[src/sv/work_queue_admission_macros.svh]
// ----------------------------------------------------------------------------
// work_queue_admission assertion macros
// Shared concurrent assertion helpers, compiled out with NO_ASSERTIONS.
// ----------------------------------------------------------------------------
`ifndef WORK_QUEUE_ADMISSION_MACROS_SVH
`define WORK_QUEUE_ADMISSION_MACROS_SVH

`ifndef NO_ASSERTIONS

// same-cycle implication
`define WQA_ASSERT_IMP(lbl, clk, rst, ante, cons) \
  lbl: assert property (@(posedge clk) disable iff (rst) (ante) |-> (cons)) \
    else $error("assertion failed: lbl");

// next-cycle implication
`define WQA_ASSERT_NXT(lbl, clk, rst, ante, cons) \
  lbl: assert property (@(posedge clk) disable iff (rst) (ante) |=> (cons)) \
    else $error("assertion failed: lbl");

`else

`define WQA_ASSERT_IMP(lbl, clk, rst, ante, cons)
`define WQA_ASSERT_NXT(lbl, clk, rst, ante, cons)

`endif

`endif

[src/sv/wqa_pkg.sv]
// ----------------------------------------------------------------------------
// wqa_pkg
// Types, codes and defaults shared by the work queue admission block.
// ----------------------------------------------------------------------------
`timescale 1ns / 1ps

package wqa_pkg;

  localparam int RING_DEPTH_DEF  = 16;
  localparam int COUNT_WIDTH_DEF = 32;

  localparam int REQ_W    = 3;
  localparam int HANDLE_W = 64;
  localparam int QUEUED_W = 5;
  localparam int RUN_W    = 16;
  localparam int STAT_W   = 32;

  localparam int CAP_W      = 5;
  localparam int WORKERS_W  = 8;
  localparam int CFG_IDX_W  = 1;
  localparam int CFG_DATA_W = 8;

  localparam logic [CFG_IDX_W-1:0] CFG_CAPACITY = 1'b0;
  localparam logic [CFG_IDX_W-1:0] CFG_WORKERS  = 1'b1;

  localparam logic [CAP_W-1:0]     CAPACITY_RST = 5'd16;
  localparam logic [WORKERS_W-1:0] WORKERS_RST  = 8'd1;

  localparam logic [REQ_W-1:0] REQ_START    = 3'd0;
  localparam logic [REQ_W-1:0] REQ_STOP     = 3'd1;
  localparam logic [REQ_W-1:0] REQ_SUBMIT   = 3'd2;
  localparam logic [REQ_W-1:0] REQ_TAKE     = 3'd3;
  localparam logic [REQ_W-1:0] REQ_COMPLETE = 3'd4;

  typedef enum logic [2:0] {
    STAT_OK            = 3'd0,
    STAT_FULL          = 3'd1,
    STAT_STOPPED       = 3'd2,
    STAT_INVALID       = 3'd3,
    STAT_START_REFUSED = 3'd4,
    STAT_EMPTY_WAIT    = 3'd5,
    STAT_EMPTY_EXIT    = 3'd6,
    STAT_NONE_RUNNING  = 3'd7
  } status_t;

  typedef struct packed {
    logic [REQ_W-1:0]    req_type;
    logic [HANDLE_W-1:0] job_handle;
    logic [HANDLE_W-1:0] job_argument;
  } req_t;

  typedef struct packed {
    status_t             status;
    logic [HANDLE_W-1:0] taken_handle;
    logic [HANDLE_W-1:0] taken_argument;
    logic [QUEUED_W-1:0] queued_now;
    logic [RUN_W-1:0]    running_now;
    logic [STAT_W-1:0]   accepted_total;
    logic [STAT_W-1:0]   completed_total;
    logic [STAT_W-1:0]   full_rejects;
    logic [STAT_W-1:0]   stopped_rejects;
    logic [STAT_W-1:0]   invalid_rejects;
    logic                accepting_now;
  } result_t;

  // controller to datapath
  typedef struct packed {
    logic capture;
    logic execute;
  } dp_cmd_t;

endpackage

[src/sv/wqa_ram.sv]
// ----------------------------------------------------------------------------
// wqa_ram
// Generic single-write, single-read memory with registered read data.
// ----------------------------------------------------------------------------
`timescale 1ns / 1ps

module wqa_ram #(
  parameter int WIDTH = 8,
  parameter int DEPTH = 16,
  parameter int AW    = (DEPTH > 1) ? $clog2(DEPTH) : 1
) (
  input  logic             clk,
  input  logic             we,
  input  logic [AW-1:0]    waddr,
  input  logic [WIDTH-1:0] wdata,
  input  logic [AW-1:0]    raddr,
  output logic [WIDTH-1:0] rdata
);

  logic [WIDTH-1:0] mem [DEPTH];

  always_ff @(posedge clk) begin
    if (we) begin
      mem[waddr] <= wdata;
    end
    rdata <= mem[raddr];
  end

endmodule

[src/sv/wqa_ctrl.sv]
// ----------------------------------------------------------------------------
// wqa_ctrl
// Request sequencer: capture a request, execute it, strobe the result.
// ----------------------------------------------------------------------------
`timescale 1ns / 1ps

module wqa_ctrl (
  input  logic             clk,
  input  logic             rst,
  input  logic             start,
  output logic             busy,
  output logic             done,
  output wqa_pkg::dp_cmd_t cmd
);

  import wqa_pkg::*;

  typedef enum logic [1:0] {
    S_IDLE = 2'b01,
    S_EXEC = 2'b10
  } state_t;

  state_t state;
  state_t state_next;

  always_comb begin
    state_next = state;
    case (state)
      S_IDLE: begin
        if (start) begin
          state_next = S_EXEC;
        end
      end
      S_EXEC: begin
        state_next = S_IDLE;
      end
      default: begin
        state_next = S_IDLE;
      end
    endcase
  end

  always_ff @(posedge clk) begin
    if (rst) begin
      state <= S_IDLE;
      done  <= 1'b0;
    end else begin
      state <= state_next;
      done  <= (state == S_EXEC);
    end
  end

  assign busy        = (state != S_IDLE);
  assign cmd.capture = (state == S_IDLE) && start;
  assign cmd.execute = (state == S_EXEC);

endmodule

[src/sv/wqa_dp.sv]
// ----------------------------------------------------------------------------
// wqa_dp
// Descriptor ring, admission flags, statistics counters and result register.
// ----------------------------------------------------------------------------
`timescale 1ns / 1ps

module wqa_dp #(
  parameter int RING_DEPTH  = wqa_pkg::RING_DEPTH_DEF,
  parameter int COUNT_WIDTH = wqa_pkg::COUNT_WIDTH_DEF
) (
  input  logic                               clk,
  input  logic                               rst,
  input  wqa_pkg::dp_cmd_t                   cmd,
  input  wqa_pkg::req_t                      req,
  input  logic                               cfg_we,
  input  logic [wqa_pkg::CFG_IDX_W-1:0]      cfg_index,
  input  logic [wqa_pkg::CFG_DATA_W-1:0]     cfg_data,
  output wqa_pkg::result_t                   result
);

  import wqa_pkg::*;

  localparam int IDX_W  = (RING_DEPTH > 1) ? $clog2(RING_DEPTH) : 1;
  localparam int FILL_W = $clog2(RING_DEPTH + 1);
  localparam int SUM_W  = IDX_W + 1;
  localparam int CMP_W  = (FILL_W > CAP_W) ? FILL_W : CAP_W;
  localparam int OUT_CW = (COUNT_WIDTH > STAT_W) ? COUNT_WIDTH : STAT_W;
  localparam int SLOT_W = 2 * HANDLE_W;

  // configuration
  logic [CAP_W-1:0]     capacity;
  logic [WORKERS_W-1:0] workers;

  always_ff @(posedge clk) begin
    if (rst) begin
      capacity <= CAPACITY_RST;
      workers  <= WORKERS_RST;
    end else if (cfg_we) begin
      case (cfg_index)
        CFG_CAPACITY: capacity <= cfg_data[CAP_W-1:0];
        CFG_WORKERS:  workers  <= cfg_data[WORKERS_W-1:0];
        default: ;
      endcase
    end
  end

  // captured request
  req_t req_q;

  always_ff @(posedge clk) begin
    if (cmd.capture) begin
      req_q <= req;
    end
  end

  // ring state
  logic [IDX_W-1:0]       head, head_next;
  logic [FILL_W-1:0]      fill, fill_next;
  logic [RUN_W-1:0]       run, run_next;
  logic [COUNT_WIDTH-1:0] acc, acc_next;
  logic [COUNT_WIDTH-1:0] fin, fin_next;
  logic [COUNT_WIDTH-1:0] fullc, fullc_next;
  logic [COUNT_WIDTH-1:0] stopc, stopc_next;
  logic [COUNT_WIDTH-1:0] invc, invc_next;
  logic                   tried, tried_next;
  logic                   open, open_next;
  logic                   halt, halt_next;

  status_t                stat;
  logic                   take_hit;
  logic                   push;

  logic [CMP_W-1:0]       cap_ext, cap_eff, fill_ext, fill_next_ext;
  logic [SUM_W-1:0]       tail_sum, tail_wrap;
  logic [IDX_W-1:0]       head_inc;
  logic [SLOT_W-1:0]      slot_rd;

  function automatic logic [COUNT_WIDTH-1:0] sat_inc(input logic [COUNT_WIDTH-1:0] v);
    return (&v) ? v : v + 1'b1;
  endfunction

  assign cap_ext  = CMP_W'(capacity);
  assign cap_eff  = (cap_ext > CMP_W'(RING_DEPTH)) ? CMP_W'(RING_DEPTH) : cap_ext;
  assign fill_ext = CMP_W'(fill);

  // tail = (head + fill) mod depth, sum stays below twice the depth
  assign tail_sum  = SUM_W'(head) + SUM_W'(fill);
  assign tail_wrap = (tail_sum >= SUM_W'(RING_DEPTH)) ? tail_sum - SUM_W'(RING_DEPTH)
                                                      : tail_sum;
  assign head_inc  = (head == IDX_W'(RING_DEPTH - 1)) ? '0 : head + 1'b1;

  wqa_ram #(
    .WIDTH (SLOT_W),
    .DEPTH (RING_DEPTH),
    .AW    (IDX_W)
  ) u_ring (
    .clk   (clk),
    .we    (cmd.execute && push),
    .waddr (tail_wrap[IDX_W-1:0]),
    .wdata ({req_q.job_handle, req_q.job_argument}),
    .raddr (head),
    .rdata (slot_rd)
  );

  always_comb begin
    head_next  = head;
    fill_next  = fill;
    run_next   = run;
    acc_next   = acc;
    fin_next   = fin;
    fullc_next = fullc;
    stopc_next = stopc;
    invc_next  = invc;
    tried_next = tried;
    open_next  = open;
    halt_next  = halt;
    stat       = STAT_OK;
    take_hit   = 1'b0;
    push       = 1'b0;
    case (req_q.req_type)
      REQ_START: begin
        if (tried || halt || (workers == '0) || (cap_eff == '0)) begin
          stat = STAT_START_REFUSED;
        end else begin
          tried_next = 1'b1;
          open_next  = 1'b1;
        end
      end
      REQ_STOP: begin
        open_next = 1'b0;
        halt_next = 1'b1;
      end
      REQ_SUBMIT: begin
        if ((req_q.job_handle == '0) || (req_q.job_argument == '0)) begin
          invc_next = sat_inc(invc);
          stat      = STAT_INVALID;
        end else if (!open || halt) begin
          stopc_next = sat_inc(stopc);
          stat       = STAT_STOPPED;
        end else if (fill_ext >= cap_eff) begin
          fullc_next = sat_inc(fullc);
          stat       = STAT_FULL;
        end else begin
          push      = 1'b1;
          fill_next = fill + 1'b1;
          acc_next  = sat_inc(acc);
        end
      end
      REQ_TAKE: begin
        if (fill == '0) begin
          stat = halt ? STAT_EMPTY_EXIT : STAT_EMPTY_WAIT;
        end else begin
          take_hit  = 1'b1;
          head_next = head_inc;
          fill_next = fill - 1'b1;
          if (!(&run)) begin
            run_next = run + 1'b1;
          end
        end
      end
      REQ_COMPLETE: begin
        // a saturated running count still counts down
        if (run == '0) begin
          stat = STAT_NONE_RUNNING;
        end else begin
          run_next = run - 1'b1;
          fin_next = sat_inc(fin);
        end
      end
      default: begin
        stat = STAT_INVALID;
      end
    endcase
  end

  always_ff @(posedge clk) begin
    if (rst) begin
      head  <= '0;
      fill  <= '0;
      run   <= '0;
      acc   <= '0;
      fin   <= '0;
      fullc <= '0;
      stopc <= '0;
      invc  <= '0;
      tried <= 1'b0;
      open  <= 1'b0;
      halt  <= 1'b0;
    end else if (cmd.execute) begin
      head  <= head_next;
      fill  <= fill_next;
      run   <= run_next;
      acc   <= acc_next;
      fin   <= fin_next;
      fullc <= fullc_next;
      stopc <= stopc_next;
      invc  <= invc_next;
      tried <= tried_next;
      open  <= open_next;
      halt  <= halt_next;
    end
  end

  // result register
  logic [OUT_CW-1:0] acc_out, fin_out, fullc_out, stopc_out, invc_out;

  assign fill_next_ext = CMP_W'(fill_next);
  assign acc_out       = OUT_CW'(acc_next);
  assign fin_out       = OUT_CW'(fin_next);
  assign fullc_out     = OUT_CW'(fullc_next);
  assign stopc_out     = OUT_CW'(stopc_next);
  assign invc_out      = OUT_CW'(invc_next);

  always_ff @(posedge clk) begin
    if (cmd.execute) begin
      result.status          <= stat;
      result.taken_handle    <= take_hit ? slot_rd[SLOT_W-1:HANDLE_W] : '0;
      result.taken_argument  <= take_hit ? slot_rd[HANDLE_W-1:0] : '0;
      result.queued_now      <= fill_next_ext[QUEUED_W-1:0];
      result.running_now     <= run_next;
      result.accepted_total  <= acc_out[STAT_W-1:0];
      result.completed_total <= fin_out[STAT_W-1:0];
      result.full_rejects    <= fullc_out[STAT_W-1:0];
      result.stopped_rejects <= stopc_out[STAT_W-1:0];
      result.invalid_rejects <= invc_out[STAT_W-1:0];
      result.accepting_now   <= open_next;
    end
  end

endmodule

[src/sv/work_queue_admission.sv]
// ----------------------------------------------------------------------------
// work_queue_admission
// Bounded work descriptor queue with admission control and statistics.
// ----------------------------------------------------------------------------
//
// channel   | direction | handshake                    | beat
// ----------+-----------+------------------------------+-------------------
// request   | in        | start high while busy low    | req (req_t)
// result    | out       | done strobe, one cycle       | result (result_t)
// config    | in        | cfg_we high                  | cfg_index, cfg_data
//
// each request has a capture cycle that also reads the ring head
// from the descriptor memory (registered read), then an execute cycle; the
// result beat shows the cycle after, while the next request may be captured.
// a new request is captured only while busy is low. synchronous reset
// clears all control state and counters; ring contents are left as they are,
// no clearing pass. the receiver cannot stall the result strobe.
// ----------------------------------------------------------------------------
`timescale 1ns / 1ps
`include "work_queue_admission_macros.svh"

module work_queue_admission #(
  parameter int RING_DEPTH  = wqa_pkg::RING_DEPTH_DEF,
  parameter int COUNT_WIDTH = wqa_pkg::COUNT_WIDTH_DEF
) (
  input  logic                           clk,
  input  logic                           rst,
  input  logic                           start,
  output logic                           busy,
  input  wqa_pkg::req_t                  req,
  output logic                           done,
  output wqa_pkg::result_t               result,
  input  logic                           cfg_we,
  input  logic [wqa_pkg::CFG_IDX_W-1:0]  cfg_index,
  input  logic [wqa_pkg::CFG_DATA_W-1:0] cfg_data
);

  import wqa_pkg::*;

  dp_cmd_t cmd;

  wqa_ctrl u_ctrl (
    .clk   (clk),
    .rst   (rst),
    .start (start),
    .busy  (busy),
    .done  (done),
    .cmd   (cmd)
  );

  wqa_dp #(
    .RING_DEPTH  (RING_DEPTH),
    .COUNT_WIDTH (COUNT_WIDTH)
  ) u_dp (
    .clk       (clk),
    .rst       (rst),
    .cmd       (cmd),
    .req       (req),
    .cfg_we    (cfg_we),
    .cfg_index (cfg_index),
    .cfg_data  (cfg_data),
    .result    (result)
  );

  `WQA_ASSERT_NXT(a_accept_busy, clk, rst, start && !busy, busy)
  `WQA_ASSERT_NXT(a_exec_done, clk, rst, busy, done && !busy)
  `WQA_ASSERT_IMP(a_done_after_exec, clk, rst, done, $past(busy))
  `WQA_ASSERT_IMP(a_taken_ok, clk, rst, done && (|result.taken_handle), result.status == STAT_OK)

endmodule
[config.mk]
export PLATFORM = sky130hd
export DESIGN_NAME = work_queue_admission
export DESIGN_NICKNAME = d
export VERILOG_FILES = /design/src/sv/wqa_pkg.sv /design/src/sv/wqa_ram.sv /design/src/sv/wqa_ctrl.sv /design/src/sv/wqa_dp.sv /design/src/sv/work_queue_admission.sv
export VERILOG_INCLUDE_DIRS = /design/src /design/src/sv
export SDC_FILE = /design/constraint.sdc
export NUM_CORES = 2
export LEC_CHECK = 0
export BUFFER_PORTS_ARGS = -buffer_cell sky130_fd_sc_hd__buf_2
export CORE_ASPECT_RATIO = 1.5
export CORE_MARGIN = 2
export CORE_UTILIZATION = 60
export CTS_BUF_LIST = sky130_fd_sc_hd__clkbuf_16
export CTS_CLUSTER_SIZE = 40
export DETAILED_ROUTE_END_ITERATION = 6
export GPL_TIMING_DRIVEN = 0
export PLACE_DENSITY_LB_ADDON = 0.25
export SYNTH_ARGS = -nofsm -noshare
export SYNTH_HDL_FRONTEND = slang
export SYNTH_SLANG_ARGS = --single-unit
[constraint.sdc]
create_clock -name clk -period 19.5 [get_ports clk]
set_clock_uncertainty 0.2 [all_clocks]
set_input_delay 0.975 -clock clk [delete_from_list [all_inputs] [get_ports clk]]
set_output_delay 0.975 -clock clk [all_outputs]
set_load 0.05 [all_outputs]
==> metrics <==
clock share of power=42.1%; minimum clock period=6.30 ns; most common cell after layout, fill and taps aside=edfxtp_1; met3 WL post-DR=25,800 microns; Area after DPL=115,000 sq um; vias in the first global route=56,600; WL per Instance=31.3 microns; # IOs=459; DRC Markers=0; crit path DAT=6.67 ns; final setup TNS=0 ns; total die area=182,000 sq um; Antenna Nets Post-Route=0; status=complete, no violations; routed wire length=274,000 microns; uppermost routed layer=met5; first drt pass iteration count=6; Layout area overhead=15.0%; NetSw=2.36 mW; total track usage=30.4%; Slew Limit Fails=0; initial DRC count=7,003; cell taking the most area after synthesis=edfxtp_1; pin count of the biggest net entering global routing=70; period utilization=32.3%; crit path from=u_dp.req_q[130]; internal power=9.38 mW; Slew HR=2.66%; CTS Root Cell=clkbuf_16; total gr overflow=0; fin nets=6,407; setup bufs post-CTS=0; YS warnings=0; hpwl dp=175,000 microns; hold-critical path depth=1; Worst Setup Start Kind=register; Post-synth EDFFs=2,492; sequential share of power=56.9%; vias=56,500; reg-to-reg slack, setup=13.20 ns; Slew @ Worst Pin=1.46 ns; worst hold slack=0.0578 ns; IR drop worst, VDD=98.8 uV; r2r endpoint=u_dp.u_ring.mem[11][64]; Hold Path End=u_dp.req_q[4]; WL met1=98,900 microns; mean post-synth cell area=19.8 sq um; Net Count, Synth=5,583; RSZ-0062 raised after global routing=no; synthesized instance count=5,420; initial antenna violation count=18; pwr dens=95.3 nW/um^2; Max-cap violations=0; Placer Congestion=0.902; critical path class=register to register; Worst Hold Class=primary input to register; top cell type's share of synthesized area=69.9%; Chip Height=522 microns; ys async rst share=0%; Initial Util=60.5%; Die W=349 microns; first-pass GRT wire length=394,000 microns; core area=177,000 sq um; clock-pin slew on the worst setup and hold paths=0.07 ns; Final Setup Violations=0; sequential fraction of the synthesis area=76.1%; worst reg2reg path depth=11; most frequent cells in the layout=edfxtp_1, mux4_2, buf_2, dfxtp_1, nor2_1; Fillers=10,600; Longest Clk Path Bufs=3; TritonCTS Buffers=237; post-synthesis cell type count=69; leakage power=39.2 nW; Clock Sink Count=2,824; fmax=159 MHz; Rows=189; CP Max Fanout=23; Top FF cell, synth=edfxtp_1; Met2 Routed Length=139,000 microns; crit end category=register; final instance area=123,000 sq um; Sw Ratio=20.1%; CTS tree=built; # H-tree levels=4; hold path startpoint=req[4]; layout cell share with drive strength beyond 1=26.0%; Skew-Pair Late Insertion Delay=0.90 ns; vias per inst=6.46; Mapped Area=107,000 sq um; CP required=19.87 ns; reg-to-reg critical path startpoint=u_dp.req_q[130]; flops & latches, synth=2,824; Logic pwr share=1.0%; final hold violations=0; # port buffers=455; Synth area leaders=edfxtp_1, mux4_2, dfxtp_1
==> state kept, by name, summed over array words and instances (netlist names), 2 cells and up <==
| name | cells |
|---|---|
| u_dp.run | 16 |
| u_dp.u_ring.mem | 2048 |
| u_dp.result | 313 |
| u_dp.cap_ext | 5 |
| u_dp.fullc | 32 |
| u_dp.head | 4 |
| u_dp.workers | 8 |
| u_dp.fill | 5 |
| u_ctrl.state | 2 |
| u_dp.req_q | 131 |
| u_dp.stopc | 32 |
| u_dp.u_ring.rdata | 128 |
| u_dp.fin | 32 |
| u_dp.acc | 32 |
| u_dp.invc | 32 |
==> Yosys cell counts, drive strengths merged, types with 7 or more instances <==
library cell,number
and4,13
nand4,76
and2,141
or4,14
nand2b,14
a21oi,56
nor4,78
nand3,131
inv,18
o21ai,32
dfxtp,332
mux2i,13
or3,30
xnor2,178
a211oi,8
edfxtp,2492
clkbuf,208
o31ai,8
ha,18
or2,8
xor2,131
nand3b,7
mux4,640
nand2,206
nor3,72
and3,39
buf,70
nor2,304
nor2b,15
mux2,11
==> worst max-delay path by stage <==
| stage | endpoint | slack, ns | cells past startpoint |
|---|---|---|---|
| after floorplan | u_dp.acc[22] | 8.69 | 7 |
| after global placement | u_dp.u_ring.mem[15][62] | 1.80 | 8 |
| after detailed placement | u_dp.u_ring.mem[11][66] | 13.17 | 11 |
| after CTS | u_dp.u_ring.mem[11][64] | 13.11 | 11 |
| after global routing | u_dp.u_ring.mem[11][68] | 13.02 | 11 |
| final | u_dp.u_ring.mem[11][64] | 13.20 | 11 |
==> cells by family after synthesis <==
kind of cell | synth area share (%)
simple gates | 5.59
xor+xnor | 2.53
fa+ha+maj | 0.229
flops | 76.1
buf+inv | 1.07
mux | 13.7
compound gates | 0.833
==> routing by layer <==
layer,up-vias,global-route usage [%]
met3,543,6.05
met2,3481,50.9
met1,29200,39.8
met4,10,11.3
li1,23300,-
met5,-,0
==> through the flow <==
| stage | cells | total power [mW] | setup WS, ns | utilization, % |
|---|---|---|---|---|
| finish | 8752 | 11.7 | 13.20 | 69.6 |
| global route | 8746 | 12.0 | 13.02 | 69.6 |
| CTS | 8745 | 11.8 | 13.11 | 69.6 |
| detailed placement | 8287 | 6.93 | 13.17 | 64.9 |
| global placement | 8167 | 6.93 | 1.80 | 63.4 |
| floorplan | 5420 | 6.85 | 8.69 | - |
==> worst max-delay path, stage by stage, from the launching register on <==
cell      delay (ns)
edfxtp_1        0.36
clkbuf_1        0.21
nand2b_1        0.30
nor2_2          0.52
nand2_1         0.71
nor3_2          1.02
buf_2           0.51
nand4_1         0.47
nor2_4          0.85
buf_12          0.30
buf_12          0.24
buf_12          0.22
==> power groups by stage <==
stage                     registers, mW  logic [mW]  clock network (mW)
final                              6.69       0.117                4.94
after global routing               6.69       0.123                5.19
after CTS                          6.68       0.117                4.98
after detailed placement           6.82       0.115                   0
after global placement             6.82       0.111                   0
after floorplan                    6.81      0.0321                   0
==> layout make-up <==
cell class                 instances  area (sq um)  share of cell area (%)
sequential                      2824         81500                    66.1
multi-input combinational       2300         24600                    20.0
clock buffer                     240          6010                    4.87
timing repair buffer             585          4970                    4.03
tap                             2292          2870                    2.33
clock inverter                   208          2110                    1.71
buffer                           278          1090                   0.882
inverter                          18          75.1                  0.0609
antenna                            7          17.5                  0.0142
==> timing repair <==
item / 4_1_cts / 5_1_grt
hold buffers: 10 / 0
gates resized for setup: 0 / 0
endpoints found under the hold margin: 10 / 0
(Power assumes the default switching activity.)
